==> config.mk <==
export PLATFORM = sky130hd
export DESIGN_NAME = priority_request_wait_list
export DESIGN_NICKNAME = d
export VERILOG_FILES = /design/src/rtl/prwl_pkg.sv /design/src/rtl/prwl_cell.sv /design/src/rtl/priority_request_wait_list.sv
export SDC_FILE = /design/constraint.sdc
export NUM_CORES = 1
export LEC_CHECK = 0
export ABC_AREA = 1
export BUFFER_PORTS_ARGS = -buffer_cell sky130_fd_sc_hd__buf_2
export CORE_MARGIN = 5
export CORE_UTILIZATION = 30
export DETAILED_ROUTE_END_ITERATION = 10
export GPL_TIMING_DRIVEN = 0
export PLACE_DENSITY = 0.47
export SLEW_MARGIN = 10
export SYNTH_ARGS = -nofsm -noshare
export SYNTH_HDL_FRONTEND = slang
export SYNTH_SLANG_ARGS = --single-unit
==> constraint.sdc <==
create_clock -name i_clk -period 3.4 [get_ports i_clk]
set_input_delay 0 -clock i_clk [delete_from_list [all_inputs] [get_ports i_clk]]
set_output_delay 0 -clock i_clk [all_outputs]
set_load 0.005 [all_outputs]
==> src/rtl/prwl_pkg.sv <==
// Shared types, constants and codes for the priority request wait list.
`default_nettype none
package prwl_pkg;

    localparam int SLOTS = 16;
    localparam int IW    = $clog2(SLOTS);

    // slot status
    localparam logic [1:0] ST_NONE = 2'd0;
    localparam logic [1:0] ST_WAIT = 2'd1;
    localparam logic [1:0] ST_RUN  = 2'd2;
    localparam logic [1:0] ST_FIN  = 2'd3;

    // priorities
    localparam logic [2:0] PR_MIDLOW  = 3'd1;
    localparam logic [2:0] PR_MID     = 3'd2;
    localparam logic [2:0] PR_MIDHIGH = 3'd3;
    localparam logic [2:0] PR_HIGH    = 3'd4;

    // actions
    localparam logic [1:0] ACT_ENQ    = 2'd0;
    localparam logic [1:0] ACT_UPDATE = 2'd1;
    localparam logic [1:0] ACT_REMOVE = 2'd2;
    localparam logic [1:0] ACT_FIND   = 2'd3;

    // result codes
    localparam logic [2:0] RES_OK       = 3'd0;
    localparam logic [2:0] RES_NOREPLY  = 3'd1;
    localparam logic [2:0] RES_BACKWAIT = 3'd2;
    localparam logic [2:0] RES_CONT     = 3'd3;
    localparam logic [2:0] RES_STILL    = 3'd4;

    // status codes
    localparam logic [2:0] SC_OK       = 3'd0;
    localparam logic [2:0] SC_INVALID  = 3'd1;
    localparam logic [2:0] SC_FULL     = 3'd2;
    localparam logic [2:0] SC_NOREPLY  = 3'd3;
    localparam logic [2:0] SC_PASSED   = 3'd4;
    localparam logic [2:0] SC_NOTFOUND = 3'd5;

    // config register indexes
    localparam logic [2:0] CFG_MIDLOW_A = 3'd0;
    localparam logic [2:0] CFG_MIDLOW_B = 3'd1;
    localparam logic [2:0] CFG_MIDLOW_C = 3'd2;
    localparam logic [2:0] CFG_HIGH     = 3'd3;
    localparam logic [2:0] CFG_MIDHIGH  = 3'd4;
    localparam logic [2:0] CFG_SHORTCAP = 3'd5;

    // cell operations
    localparam logic [1:0] CELL_HOLD  = 2'd0;
    localparam logic [1:0] CELL_SHIFT = 2'd1;
    localparam logic [1:0] CELL_CLEAR = 2'd2;
    localparam logic [1:0] CELL_SORT  = 2'd3;

    typedef struct packed {
        logic [1:0]  status;
        logic [2:0]  prio;
        logic [15:0] func;
        logic [31:0] payload;
    } t_entry;

    typedef struct packed {
        logic [1:0] op;
        logic       phase;
    } t_cell_ctl;

endpackage
`default_nettype wire

==> src/rtl/prwl_cell.sv <==
// One slot cell: holds an entry, shifts, clears finished, or compare-swaps with a neighbor.
`default_nettype none
module prwl_cell (
    input  wire                 i_clk,
    input  wire                 i_rst_n,
    input  prwl_pkg::t_cell_ctl i_ctl,
    input  wire                 i_odd,
    input  prwl_pkg::t_entry    i_shift_in,
    input  prwl_pkg::t_entry    i_left,
    input  prwl_pkg::t_entry    i_right,
    output prwl_pkg::t_entry    o_entry
);

    prwl_pkg::t_entry r_entry;
    prwl_pkg::t_entry n_entry;

    always_comb begin
        n_entry = r_entry;
        case (i_ctl.op)
            prwl_pkg::CELL_SHIFT: n_entry = i_shift_in;
            prwl_pkg::CELL_CLEAR: begin
                if (r_entry.status == prwl_pkg::ST_FIN) begin
                    n_entry = '0;
                end
            end
            prwl_pkg::CELL_SORT: begin
                // strict compare keeps equal priorities in order
                if (i_odd == i_ctl.phase) begin
                    if (r_entry.prio < i_right.prio) begin
                        n_entry = i_right;
                    end
                end else begin
                    if (i_left.prio < r_entry.prio) begin
                        n_entry = i_left;
                    end
                end
            end
            default: n_entry = r_entry;
        endcase
    end

    always_ff @(posedge i_clk) begin
        if (!i_rst_n) begin
            r_entry <= '0;
        end else begin
            r_entry <= n_entry;
        end
    end

    assign o_entry = r_entry;

endmodule
`default_nettype wire

==> src/rtl/priority_request_wait_list.sv <==
// Top level: request slot table built as a ring of cells with a scan sequencer.
//
// channel | direction | handshake            | content
// s_      | in        | s_tvalid / s_tready  | request: tuser action, tdata fields
// m_      | out       | m_tvalid / m_tready  | result: status, slot, error
// cfg     | in        | i_cfg_valid / o_cfg_ready | register index and value
//
// Enqueue, update and find rotate the ring once past the head cell before the result
// is registered. Remove clears finished slots, then sorts them by odd-even transposition.
// One request is in work at a time.
// Synchronous active-low reset empties every slot and sets the config registers and sequencer to reset values.
// A result waiting on m_tready holds the sequencer at its end; a new request can be
// taken while the previous result still waits.
`default_nettype none
module priority_request_wait_list (
    input  wire         i_clk,
    input  wire         i_rst_n,
    input  wire         s_tvalid,
    output logic        s_tready,
    // [15:0] func_id, [47:16] payload_tag, [63:48] data_size, [64] long_data,
    // [68:65] slot_index, [71:69] result_code
    input  wire  [71:0] s_tdata,
    // [1:0] action
    input  wire  [1:0]  s_tuser,
    output logic        m_tvalid,
    input  wire         m_tready,
    // [2:0] status_code, [6:3] slot_out, [9:7] error_code, [15:10] zero
    output logic [15:0] m_tdata,
    input  wire         i_cfg_valid,
    output logic        o_cfg_ready,
    input  wire  [2:0]  i_cfg_index,
    input  wire  [15:0] i_cfg_data
);

    localparam int N  = prwl_pkg::SLOTS;
    localparam int IW = prwl_pkg::IW;
    localparam int WW = (IW > 4) ? IW : 4;

    localparam logic [2:0] S_IDLE = 3'd0;
    localparam logic [2:0] S_CLR  = 3'd1;
    localparam logic [2:0] S_ROT  = 3'd2;
    localparam logic [2:0] S_SORT = 3'd3;
    localparam logic [2:0] S_DONE = 3'd4;

    logic [15:0] r_ml_a, r_ml_b, r_ml_c, r_high, r_mh, r_cap;

    logic [2:0]    r_state;
    logic [IW-1:0] r_cnt;
    logic [1:0]    r_act;
    logic [15:0]   r_fid;
    logic [31:0]   r_tag;
    logic          r_size_ok;
    logic [2:0]    r_prio;
    logic [3:0]    r_idx;
    logic [2:0]    r_res;
    logic          r_found;
    logic [3:0]    r_slot;
    logic [2:0]    r_st;
    logic [2:0]    r_err;

    prwl_pkg::t_entry    w_entry [N];
    prwl_pkg::t_entry    w_head;
    prwl_pkg::t_cell_ctl w_ctl;

    logic [15:0] w_fid;
    logic [15:0] w_size;
    logic [2:0]  w_prio;
    logic        w_s_acc;
    logic        w_out_free;
    logic [3:0]  w_cnt4;
    logic [WW-1:0] w_cnt_w;
    logic [WW-1:0] w_idx_w;

    assign w_fid   = s_tdata[15:0];
    assign w_size  = s_tdata[63:48];
    assign s_tready = (r_state == S_IDLE);
    assign w_s_acc = s_tvalid && s_tready;
    assign o_cfg_ready = 1'b1;
    assign w_out_free = !m_tvalid || m_tready;
    assign w_cnt_w = WW'(r_cnt);
    assign w_idx_w = WW'(r_idx);
    assign w_cnt4  = w_cnt_w[3:0];

    always_comb begin
        if (w_fid == r_ml_a || w_fid == r_ml_b || w_fid == r_ml_c) begin
            w_prio = prwl_pkg::PR_MIDLOW;
        end else if (w_fid == r_high) begin
            w_prio = prwl_pkg::PR_HIGH;
        end else if (w_fid == r_mh) begin
            w_prio = prwl_pkg::PR_MIDHIGH;
        end else begin
            w_prio = prwl_pkg::PR_MID;
        end
    end

    always_ff @(posedge i_clk) begin
        if (!i_rst_n) begin
            r_ml_a <= '0;
            r_ml_b <= '0;
            r_ml_c <= '0;
            r_high <= '0;
            r_mh   <= '0;
            r_cap  <= 16'd256;
        end else if (i_cfg_valid) begin
            case (i_cfg_index)
                prwl_pkg::CFG_MIDLOW_A: r_ml_a <= i_cfg_data;
                prwl_pkg::CFG_MIDLOW_B: r_ml_b <= i_cfg_data;
                prwl_pkg::CFG_MIDLOW_C: r_ml_c <= i_cfg_data;
                prwl_pkg::CFG_HIGH:     r_high <= i_cfg_data;
                prwl_pkg::CFG_MIDHIGH:  r_mh   <= i_cfg_data;
                prwl_pkg::CFG_SHORTCAP: r_cap  <= i_cfg_data;
                default: ;
            endcase
        end
    end

    // cell control
    always_comb begin
        w_ctl.phase = r_cnt[0];
        case (r_state)
            S_CLR:   w_ctl.op = prwl_pkg::CELL_CLEAR;
            S_ROT:   w_ctl.op = prwl_pkg::CELL_SHIFT;
            S_SORT:  w_ctl.op = prwl_pkg::CELL_SORT;
            default: w_ctl.op = prwl_pkg::CELL_HOLD;
        endcase
    end

    // head cell is edited on its way back to the tail
    always_comb begin
        w_head = w_entry[0];
        case (r_act)
            prwl_pkg::ACT_ENQ: begin
                if (!r_found && w_entry[0].status == prwl_pkg::ST_NONE && r_size_ok) begin
                    w_head.status  = prwl_pkg::ST_WAIT;
                    w_head.prio    = r_prio;
                    w_head.func    = r_fid;
                    w_head.payload = r_tag;
                end
            end
            prwl_pkg::ACT_UPDATE: begin
                if (w_cnt_w == w_idx_w && w_entry[0].status != prwl_pkg::ST_NONE) begin
                    case (r_res)
                        prwl_pkg::RES_BACKWAIT, prwl_pkg::RES_STILL:
                            w_head.status = prwl_pkg::ST_WAIT;
                        prwl_pkg::RES_CONT:
                            w_head.status = prwl_pkg::ST_RUN;
                        default:
                            w_head.status = prwl_pkg::ST_FIN;
                    endcase
                end
            end
            default: ;
        endcase
    end

    genvar g;
    generate
        for (g = 0; g < N; g++) begin : g_cell
            prwl_pkg::t_entry w_sin, w_l, w_r;
            if (g == N - 1) begin : g_tail
                assign w_sin = w_head;
                assign w_r   = '0;
            end else begin : g_mid
                assign w_sin = w_entry[g+1];
                assign w_r   = w_entry[g+1];
            end
            if (g == 0) begin : g_first
                // unpaired in odd rounds: comparing against itself never swaps
                assign w_l = w_entry[0];
            end else begin : g_rest
                assign w_l = w_entry[g-1];
            end
            prwl_cell u_cell (
                .i_clk      (i_clk),
                .i_rst_n    (i_rst_n),
                .i_ctl      (w_ctl),
                .i_odd      (1'(g % 2)),
                .i_shift_in (w_sin),
                .i_left     (w_l),
                .i_right    (w_r),
                .o_entry    (w_entry[g])
            );
        end
    endgenerate

    always_ff @(posedge i_clk) begin
        if (!i_rst_n) begin
            r_state  <= S_IDLE;
            r_cnt    <= '0;
            m_tvalid <= 1'b0;
        end else begin
            if (r_state == S_DONE && w_out_free) begin
                m_tvalid <= 1'b1;
            end else if (m_tready) begin
                m_tvalid <= 1'b0;
            end
            case (r_state)
                S_IDLE: begin
                    if (w_s_acc) begin
                        r_cnt   <= '0;
                        r_state <= (s_tuser == prwl_pkg::ACT_REMOVE) ? S_CLR : S_ROT;
                    end
                end
                S_CLR: r_state <= S_SORT;
                S_ROT, S_SORT: begin
                    r_cnt <= r_cnt + 1'b1;
                    if (r_cnt == IW'(N - 1)) begin
                        r_state <= S_DONE;
                    end
                end
                S_DONE: begin
                    if (w_out_free) begin
                        r_state <= S_IDLE;
                    end
                end
                default: r_state <= S_IDLE;
            endcase
        end
    end

    always_ff @(posedge i_clk) begin
        if (w_s_acc) begin
            r_act     <= s_tuser;
            r_fid     <= w_fid;
            r_tag     <= s_tdata[47:16];
            r_size_ok <= s_tdata[64] || (w_size <= r_cap);
            r_prio    <= w_prio;
            r_idx     <= s_tdata[68:65];
            r_res     <= s_tdata[71:69];
            r_found   <= 1'b0;
            r_slot    <= '0;
            r_st      <= prwl_pkg::SC_OK;
            r_err     <= '0;
        end else if (r_state == S_ROT) begin
            case (r_act)
                prwl_pkg::ACT_ENQ: begin
                    if (!r_found && w_entry[0].status == prwl_pkg::ST_NONE) begin
                        r_found <= 1'b1;
                        r_slot  <= w_cnt4;
                    end
                end
                prwl_pkg::ACT_UPDATE: begin
                    r_slot <= r_idx;
                    if (w_cnt_w == w_idx_w && w_entry[0].status != prwl_pkg::ST_NONE) begin
                        if (r_res == prwl_pkg::RES_NOREPLY) begin
                            r_st <= prwl_pkg::SC_NOREPLY;
                        end else if (r_res > prwl_pkg::RES_STILL) begin
                            r_st  <= prwl_pkg::SC_PASSED;
                            r_err <= r_res;
                        end
                    end
                end
                prwl_pkg::ACT_FIND: begin
                    if (!r_found && w_entry[0].func == r_fid) begin
                        r_found <= 1'b1;
                        r_slot  <= w_cnt4;
                    end
                end
                default: ;
            endcase
        end
    end

    // final status, formed when the result is loaded
    always_ff @(posedge i_clk) begin
        if (r_state == S_DONE && w_out_free) begin
            case (r_act)
                prwl_pkg::ACT_ENQ: begin
                    if (!r_found) begin
                        m_tdata <= {13'd0, prwl_pkg::SC_FULL};
                    end else if (!r_size_ok) begin
                        m_tdata <= {13'd0, prwl_pkg::SC_INVALID};
                    end else begin
                        m_tdata <= {9'd0, r_slot, prwl_pkg::SC_OK};
                    end
                end
                prwl_pkg::ACT_UPDATE: begin
                    m_tdata <= {6'd0, r_err, r_slot, r_st};
                end
                prwl_pkg::ACT_FIND: begin
                    if (r_found) begin
                        m_tdata <= {9'd0, r_slot, prwl_pkg::SC_OK};
                    end else begin
                        m_tdata <= {13'd0, prwl_pkg::SC_NOTFOUND};
                    end
                end
                default: m_tdata <= '0;
            endcase
        end
    end

`ifndef SYNTHESIS
    a_one_in_work: assert property (@(posedge i_clk) disable iff (!i_rst_n)
        (s_tvalid && s_tready) |=> !s_tready)
        else $error("request accepted while another in work");

    a_load_at_end: assert property (@(posedge i_clk) disable iff (!i_rst_n)
        $rose(m_tvalid) |-> $past(r_state) == S_DONE)
        else $error("result loaded outside end of sequence");

    a_sorted_head: assert property (@(posedge i_clk) disable iff (!i_rst_n)
        (r_state == S_DONE && r_act == prwl_pkg::ACT_REMOVE) |->
        w_entry[0].prio >= w_entry[1].prio)
        else $error("slots not in priority order after remove");
`endif

endmodule
`default_nettype wire

# --- After elaboration in Yosys (flattened, before gate mapping) ---
# Index checks and enable logic that the tools add are counted.
op_classes:
  muxes: 108
  n_addsub: 1
  magnitude_cmp: 18
  bitwise_logic: 1
  n_eq_ne: 82
  reduce_logical: 54
op_table:
  columns: ["op", "n"]
  rows:
  - ["$mux W53", 64]
  - ["$pmux W53 S3", 16]
  - ["$eq A16 B16 Y1", 6]
  - ["$reduce_and A4 Y1", 19]
  - ["$mux W51", 1]
  - ["$ne A3 B2 Y1 const B", 16]
  - ["$pmux W16 S3", 1]
  - ["$lt A3 B3 Y1", 15]
  - ["$eq A2 B2 Y1 const B", 20]
  - ["$ne A2 B1 Y1 const B", 18]
  - ["$mux W7", 3]
  - ["$eq A3 B2 Y1 const B", 6]
  - ["$mux W3", 6]
  - ["$le A16 B16 Y1", 1]
  - ["$reduce_and A2 Y1", 7]
  - ["$eq A3 B3 Y1 const B", 4]
  - ["$mux W4", 3]
  - ["$pmux W3 S4", 1]
  - ["$pmux W4 S3", 1]
  - ["$ne A2 B2 Y1 const B", 5]
  - ["$reduce_bool A2 Y1", 5]
  - ["$eq A3 B1 Y1 const B", 3]
  - ["$pmux W2 S2", 2]
  - ["$pmux W4 S2", 1]
  - ["other kinds (20)", 40]
word_totals:
  input_bits: 98
  elab_cells: 350
  ff_bits: 1040
  output_inout_bits: 19

# --- Depth between registers and ports, before layout ---
# Gate-level depths: netlist of run 1.
logic_depth:
  word_depth: 6
  ltp_mapped: 12
  depth_no_buf: 12

# --- Hierarchy ---
# A second synthesis of run 1 with hierarchy kept.
hier_totals:
  cells_unflattened: 10686
  hier_area_um2: 61821.8
modules_own_cells:
  columns: ["mod", "area_each_um2", "n_inst", "cells_each", "seq_area_each_um2"]
  rows:
  - ["prwl_cell", 3303.2, 16, 601, 1061.0]
  - ["priority_request_wait_list", 8971.1, 1, 1070, 4414.2]

# --- Worst setup path after synthesis of run 1 ---
# No wires, ideal clock.
synth_path:
  kind: "flip-flop to flip-flop"
  start: "register r_state[1]"
  end: "register r_act[0], enable pin"
  period_less_slack_ps: 1953
  t_arrival_ps: 1568
  path_stages_with_launch: 6
  setup_ps: 386
  required_ps: 3014
  n_path_buf: 0
  slack_ps: 1447
  cell_sequence: "dfxtp_1 nor2_1 inv_1 nor2_1 nand2_1 inv_1"
synth_via:
  elab_chain_cells: 2
synth_rtl:
  columns: ["item", "line_no", "rtl"]
  rows:
  - ["start: declaration", "priority_request_wait_list.sv:47", "logic [2:0] r_state;"]
  - ["start signal: assignment", "priority_request_wait_list.sv:201", "r_state <= (s_tuser == prwl_pkg::ACT_REMOVE) ? S_CLR : S_ROT;"]
  - ["$logic_not A3 Y1", "priority_request_wait_list.sv:76", "assign s_tready = (r_state == S_IDLE);"]
  - ["via s_tready", "priority_request_wait_list.sv:19", "output logic s_tready,"]
  - ["$logic_and A1 B1 Y1", "priority_request_wait_list.sv:77", "assign w_s_acc = s_tvalid && s_tready;"]
  - ["via w_s_acc", "priority_request_wait_list.sv:68", "logic w_s_acc;"]
  - ["end signal: assignment", "priority_request_wait_list.sv:223", "r_act <= s_tuser;"]
  - ["end: declaration", "priority_request_wait_list.sv:49", "logic [1:0] r_act;"]
# The timed path passes the listed nets, and every way through them passes these cells.
# A chain may end at the register's enable or synchronous reset.

# --- Final worst setup path of run 1 ---
layout_path:
  start: "register r_act[0]"
  end: "register g_cell[15].u_cell.r_entry (netlist bit g_cell[15].u_cell.o_entry[40])"
layout_via:
  elab_chain_cells: 3
layout_rtl:
  columns: ["item", "line_no", "rtl"]
  rows:
  - ["$logic_not A2 Y1", "priority_request_wait_list.sv:131", "case (r_act)"]
  - ["$mux W51", "priority_request_wait_list.sv:131", null]
  - ["$pmux W53 S3", "prwl_cell.sv:19", "case (i_ctl.op)"]
  - ["end signal: assignment", "prwl_cell.sv:46", "r_entry <= n_entry;"]
  - ["end: declaration", "prwl_cell.sv:14", "prwl_pkg::t_entry r_entry;"]
# Every way passes these cells.

==> summary.md, run 1 <==
| Metric | Value |
|---|---|
| Vias | `22100` |
| Clock buffer count from CTS | `58` |
| RR Startpoint | `r_act[0]$_DFFE_PP_` |
| Setup crit start kind | `register` |
| Fraction of registers with async set/reset | `0` |
| Max FO, Critical Path | `10` |
| Synth area leaders | `dfxtp_1, a21oi_1, o21ai_0` |
| Global-route wire length before repair | `134000 microns` |
| # DRC | `0` |
| Relative slew slack | `0.185` |
| DR pass1 iterations | `6` |
| Share of layout cells above drive strength 1 | `0.0760` |
| WP data arrival | `3.29 ns` |
| Placer Congestion | `0.872` |
| Cell with the most instances after synthesis | `a21oi_1` |
| Vias/cell | `5.09` |
| Post-synth top cells | `a21oi_1, inv_1, dfxtp_1` |
| Fin cells | `4350` |
| Crit end category | `register` |
| Rows | `101` |
| Mapped Cells | `3073` |
| DP HPWL | `68700 microns` |
| Seq/Total Area, Yosys | `0.443` |
| Clk buf depth | `3` |
| IO Pins | `117` |
| Post-synth top area share | `0.392` |
| Starting density of the core | `0.303` |
| Reg clk slew, reported paths | `0.06 ns` |
| Port Buffer Count | `76` |
| Unique masters post-synth | `37` |
| Register bit count reported by yosys | `489` |
| Area growth syn-to-layout | `18.7%` |
| Total core area | `75900 sq um` |
| # clock sinks | `489` |
| Maximum vdd drop | `0.000453 V` |
| Yosys warnings | `0` |
| Synthesized area | `23000 sq um` |
| Setup WS pre-CTS | `0.735 ns` |
| Fin Setup TNS | `0 ns` |
| Max-Cap Viols | `0` |
| CTS root buffer | `clkbuf_16` |
| CTS tree | `done` |
| Type of the tightest min-delay check | `input port to register` |
| Final Cycle Share | `0.816` |
| Largest net degree at the start of global routing | `33` |
| Nets | `3413` |
| Design Power | `0.0241 W` |
| Crit. Startpoint | `r_act[0]$_DFFE_PP_` |
| Post-DRT Antenna Nets | `0` |
| HP Start | `s_tdata[70]` |
| Worst EP required | `3.91 ns` |
| Setup Crit Path Kind | `register to register` |
| Vias in the first global route | `21200` |
| Initial antenna violation count | `3` |
| Min Tclk post-route | `2.78 ns` |
| Clk_lat worst skew | `0.64 ns` |
| Power Density | `884 nW/um^2` |
| Die extent in x | `287 microns` |
| Final count of negative-setup-slack endpoints | `0` |
| Per-cell routed wire length | `20.8 microns` |
| Outcome | `complete, no violations` |
| Htree depth | `2` |
| Total Routed Length | `90700 microns` |
| Syn_area_per_cell | `7.48 sq um` |
| Total gr overflow | `0` |
| Total GRT Usage | `0.213` |
| Final clock skew | `0.0367 ns` |
| Die Height | `287 microns` |
| Fin. Hold Viols | `0` |
| Placed Cells incl. Taps | `4184` |
| Most used DFF post-synth | `dfxtp_1` |
| Pins Over Slew Limit | `0` |
| Final core utilization | `0.359` |
| DRT iter0 DRCs | `2098` |
| Static Leak | `10.5 nW` |
| Fmax | `360 MHz` |
| RSZ-0062 raised after global routing | `no` |
| Slew @ Worst Pin | `1.21 ns` |
| Post-CTS resize count | `0` |
| Die area | `82200 sq um` |
| Setup ws final | `0.625 ns` |
| Post-synth top area cell | `dfxtp_1` |
| EDFF count, synth | `39` |
state kept, by name, indices dropped and copies added (netlist names):
signal,cells
r_size_ok,1
r_act,2
r_fid,16
r_ml_b,16
r_state,3
r_err,3
r_cnt,4
r_res,3
r_mh,16
r_found,1
r_idx,4
m_tvalid,1
g_cell.u_cell.o_entry,336
r_prio,3
r_ml_a,16
r_high,16
r_slot,4
r_ml_c,16
r_cap,16
r_st,2
m_tdata,10
power by group:
part | switching [W] | internal [W] | total [W]
Sequential | 0.000537 | 0.00723 | 0.00777
Combinational | 0.00695 | 0.00270 | 0.00965
Clock | 0.00267 | 0.00401 | 0.00668
Total | 0.0102 | 0.0139 | 0.0241
metrics by stage:
stage	instance area, sq um	hold slack, ns
4_1_cts	27300	0.0350
2_1_floorplan	23000	0.0989
3_5_place_dp	24700	0.179
5_1_grt	27300	0.0563
6_report	27300	0.0662
3_3_place_gp	24700	0.179
path summary, 6_finish.rpt:
kind / endpoint / slack, ns / cells after the start
max: g_cell[15].u_cell.o_entry[40]$_SDFFE_PN0P_ / 0.62 / 9
min: r_res[1]$_DFFE_PP_ / 0.07 / 2
max reg2reg: g_cell[15].u_cell.o_entry[40]$_SDFFE_PN0P_ / 0.62 / 9
min reg2reg: r_st[2]$_SDFFE_PP0P_ / 0.45 / 2
kinds of logic after synthesis:
group                      Yosys count  share of synthesized area
AOI/OAI and AO/OA                 1277                      0.299
buffers and inverters              704                      0.121
and+or+nand+nor                    502                     0.0917
DFF                                489                      0.443
xor gates and xnor gates            52                     0.0198
adders and majority gates           47                     0.0256
other                                2                   0.000327
layout make-up:
type                    instances  area (sq um)
fillers                      8158         48700
flip-flops and latches        489         10200
multi-input cells            1885         10000
clock buffers                  92          1800
inverters                     473          1780
well taps                    1030          1290
plain buffers                 231           993
repair buffers                130           921
clock inverters                17           251
diodes                          3          7.51
metal layers:
layer  share of wire  global-route usage
met1            0.45               0.286
met4           0.029              0.0604
met5         0.00014                   0
met2            0.46               0.356
met3           0.059              0.0316
worst max-delay path: stages, from the launching register on:
cell      delay (ns)
edfxtp_1        0.45
nor2_1          0.14
inv_1           0.10
nor2_1          0.16
nand2_1         0.12
clkbuf_1        0.25
clkbuf_1        0.27
o21ai_0         0.67
o21ai_0         0.25
o21a_1          0.22
layout by cell type (no fill, tap or decap), types with 5 or more instances in the layout:
master,n
a21oi_1,478
inv_1,464
dfxtp_1,450
o21ai_0,359
o22ai_1,277
nand2_1,230
nor2_1,168
clkbuf_1,154
buf_2,123
o21ai_1,112
clkbuf_16,60
dlygate4sd3_1,54
nand3_1,52
ha_1,47
edfxtp_1,39
o211ai_1,29
xor2_1,28
buf_1,27
nand4_1,24
xnor2_1,24
o21a_1,20
clkbuf_8,18
nor3_1,13
buf_4,11
clkinv_2,8
conb_1,7
or2_2,6
inv_2,5
bufinv_16,5
what timing repair did:
action | CTS | global route
hold endpoints to repair | 133 | 0
buffers inserted | 0 | 0
hold buffers | 54 | 0
Note: power is estimated with default switching activity, not from simulation.
==> run 2, diff against run 1 <==
- clock period: 3.4 -> 2.59 ns (I/O delays scaled with it)
==> run 2 against run 1 <==
Compared with the run above: the run now ends with negative setup slack left; die area is the same; worst setup slack lost 0.64 ns; sequential share of layout area decreased by 0.055 points; critical endpoint is now g_cell[15].u_cell.o_entry[37]$_SDFFE_PN0P_; largest power group unchanged.
==> summary.md, run 2 (synthesized netlist as in run 1, its figures left out) <==
| Metric | Value |
|---|---|
| CP cell instances | `nor2_1 -> inv_1 -> nor2_1 -> nand2_1 -> clkbuf_1 -> clkbuf_1 -> o21ai_1 -> o21ai_0 -> o21a_1` |
| # clock sinks | `489` |
| Relative slew slack | `0.266` |
| Outcome | `finished with violations` |
| Total gr overflow | `0` |
| Starting density of the core | `0.303` |
| Flop pwr share | `0.322` |
| Fin area | `27300 sq um` |
| DRT iter0 DRCs | `1979` |
| Placer Congestion | `0.872` |
| Commonest non-fill, non-tap cell in the layout | `a21oi_1` |
| Clk buf depth | `3` |
| Die area | `82200 sq um` |
| Die Height | `287 microns` |
| Reg clk slew, reported paths | `0.06 ns` |
| Crit end category | `register` |
| # DRC | `0` |
| Fin. Hold Viols | `0` |
| Power Density | `1160 nW/um^2` |
| Placed Area | `24700 sq um` |
| Type of the tightest min-delay check | `input port to register` |
| Setup WS pre-CTS | `-0.0748 ns` |
| RSZ-0062 raised after global routing | `yes` |
| Vias/cell | `5.10` |
| Final clock skew | `0.0376 ns` |
| Post-DRT Antenna Nets | `0` |
| Largest net degree at the start of global routing | `33` |
| Slowest stage delay, CP | `0.55 ns` |
| Final Cycle Share | `1.01` |
| Share of layout cells above drive strength 1 | `0.0814` |
| Final count of negative-setup-slack endpoints | `1` |
| Setup crit start kind | `register` |
| Clock Power Share | `0.276` |
| Comb power frac | `0.402` |
| Per-cell routed wire length | `20.8 microns` |
| Final core utilization | `0.360` |
| CTS root buffer | `clkbuf_16` |
| Most frequent cells in the layout | `a21oi_1, inv_1, dfxtp_1` |
| Port Buffer Count | `76` |
| Slew @ Worst Pin | `1.10 ns` |
| DP HPWL | `68700 microns` |
| Global-route wire length before repair | `134000 microns` |
| Total GRT Usage | `0.213` |
| Static Leak | `10.5 nW` |
| Total core area | `75900 sq um` |
| Worst EP required | `3.09 ns` |
| Pins Over Slew Limit | `0` |
| IO Pins | `117` |
| Clock buffer count from CTS | `58` |
| Maximum vdd drop | `0.000599 V` |
| Vias | `22200` |
| Switching component of the power | `0.0133 W` |
| Vias in the first global route | `21200` |
| Largest register FFs | `336` |
| Fmax | `383 MHz` |
| Total Routed Length | `90600 microns` |
| Rows | `101` |
| Sw Share | `0.421` |
| Internal power | `0.0184 W` |
| Area growth syn-to-layout | `18.8%` |
| Die extent in x | `287 microns` |
| CTS tree | `done` |
| Min Tclk post-route | `2.61 ns` |
| Nets | `3414` |
| Failing checks | `negative setup slack` |
| Slowest-stage cell, CP | `o21ai_1` |
| DR pass1 iterations | `6` |
| Clk_lat worst skew | `0.64 ns` |
| WP data arrival | `3.11 ns` |
| Max-Cap Viols | `0` |
| Setup ws final | `-0.0196 ns` |
| Htree depth | `2` |
| Initial antenna violation count | `3` |
| Max FO, Critical Path | `10` |
| Setup Crit Path Kind | `register to register` |
run 2: cell count changes in the layout (fill, tap and decap cells not counted), sizes merged:
cell / change
buf: -2
clkbuf: +3
clkinvlp: +2
clkinv: -2
diode: -1
run 2: cell type report:
cell class	count	area, sq um
clock buffers	92	1800
well taps	1030	1290
flip-flops and latches	489	10200
repair buffers	131	928
plain buffers	231	1020
diodes	2	5.00
fillers	8157	48600
multi-input cells	1885	10000
clock inverters	17	251
inverters	473	1790
run 2: what timing repair did:
action                                  4_1_cts  5_1_grt
gates resized for setup                       2       40
endpoints found under the hold margin       133        0
endpoints found under the setup margin       37      125
buffers inserted                              0        1
hold buffers                                 54        0
run 2: final timing paths:
kind | start | end | slack [ns] | cells past startpoint
worst max-delay path | r_act[0]$_DFFE_PP_ | g_cell[15].u_cell.o_entry[37]$_SDFFE_PN0P_ | -0.02 | 9
worst min-delay path | s_tdata[70] | r_res[1]$_DFFE_PP_ | 0.07 | 2
worst max register to register | r_act[0]$_DFFE_PP_ | g_cell[15].u_cell.o_entry[37]$_SDFFE_PN0P_ | -0.02 | 9
worst min register to register | r_st[2]$_SDFFE_PP0P_ | r_st[2]$_SDFFE_PP0P_ | 0.46 | 2
run 2: worst max-delay path: cells and delay by family, from the launching register on:
family                 cells  cell delay [ns]
AND/OR/NAND/NOR            3             0.42
flip-flops                 1             0.45
AO/OA/AOI/OAI              3             0.95
buffers and inverters      3             0.65
run 2: power by group through the flow:
stage          sequential (W)  clock [W]  combinational (W)
6_report               0.0102    0.00875             0.0128
5_1_grt                0.0104    0.00920             0.0141
4_1_cts                0.0102    0.00888             0.0125
3_5_place_dp           0.0104          0             0.0124
3_3_place_gp           0.0103          0             0.0124
2_1_floorplan          0.0101          0            0.00830
run 2: metal layers:
metal  vias up  wire length [microns]  track usage  part of all wire
met5         -                     13            0           0.00014
met1     10500                  40000        0.286              0.44
met4         2                   2540       0.0604             0.028
li1      10900                      -            -                 -
met2       682                  42200        0.356              0.47
met3       149                   5840       0.0316             0.064
run 2: metrics by stage:
stage | std cells | TNS (ns) | hold slack (ns) | power, W
final | 4350 | -0.0196 | 0.0691 | 0.0317
after global routing | 4348 | -0.725 | 0.0563 | 0.0337
after CTS | 4347 | -0.562 | 0.0350 | 0.0316
after detailed placement | 4184 | -0.691 | 0.179 | 0.0227
after global placement | 4184 | -0.424 | 0.179 | 0.0227
after floorplan | 3078 | 0 | 0.0989 | 0.0184
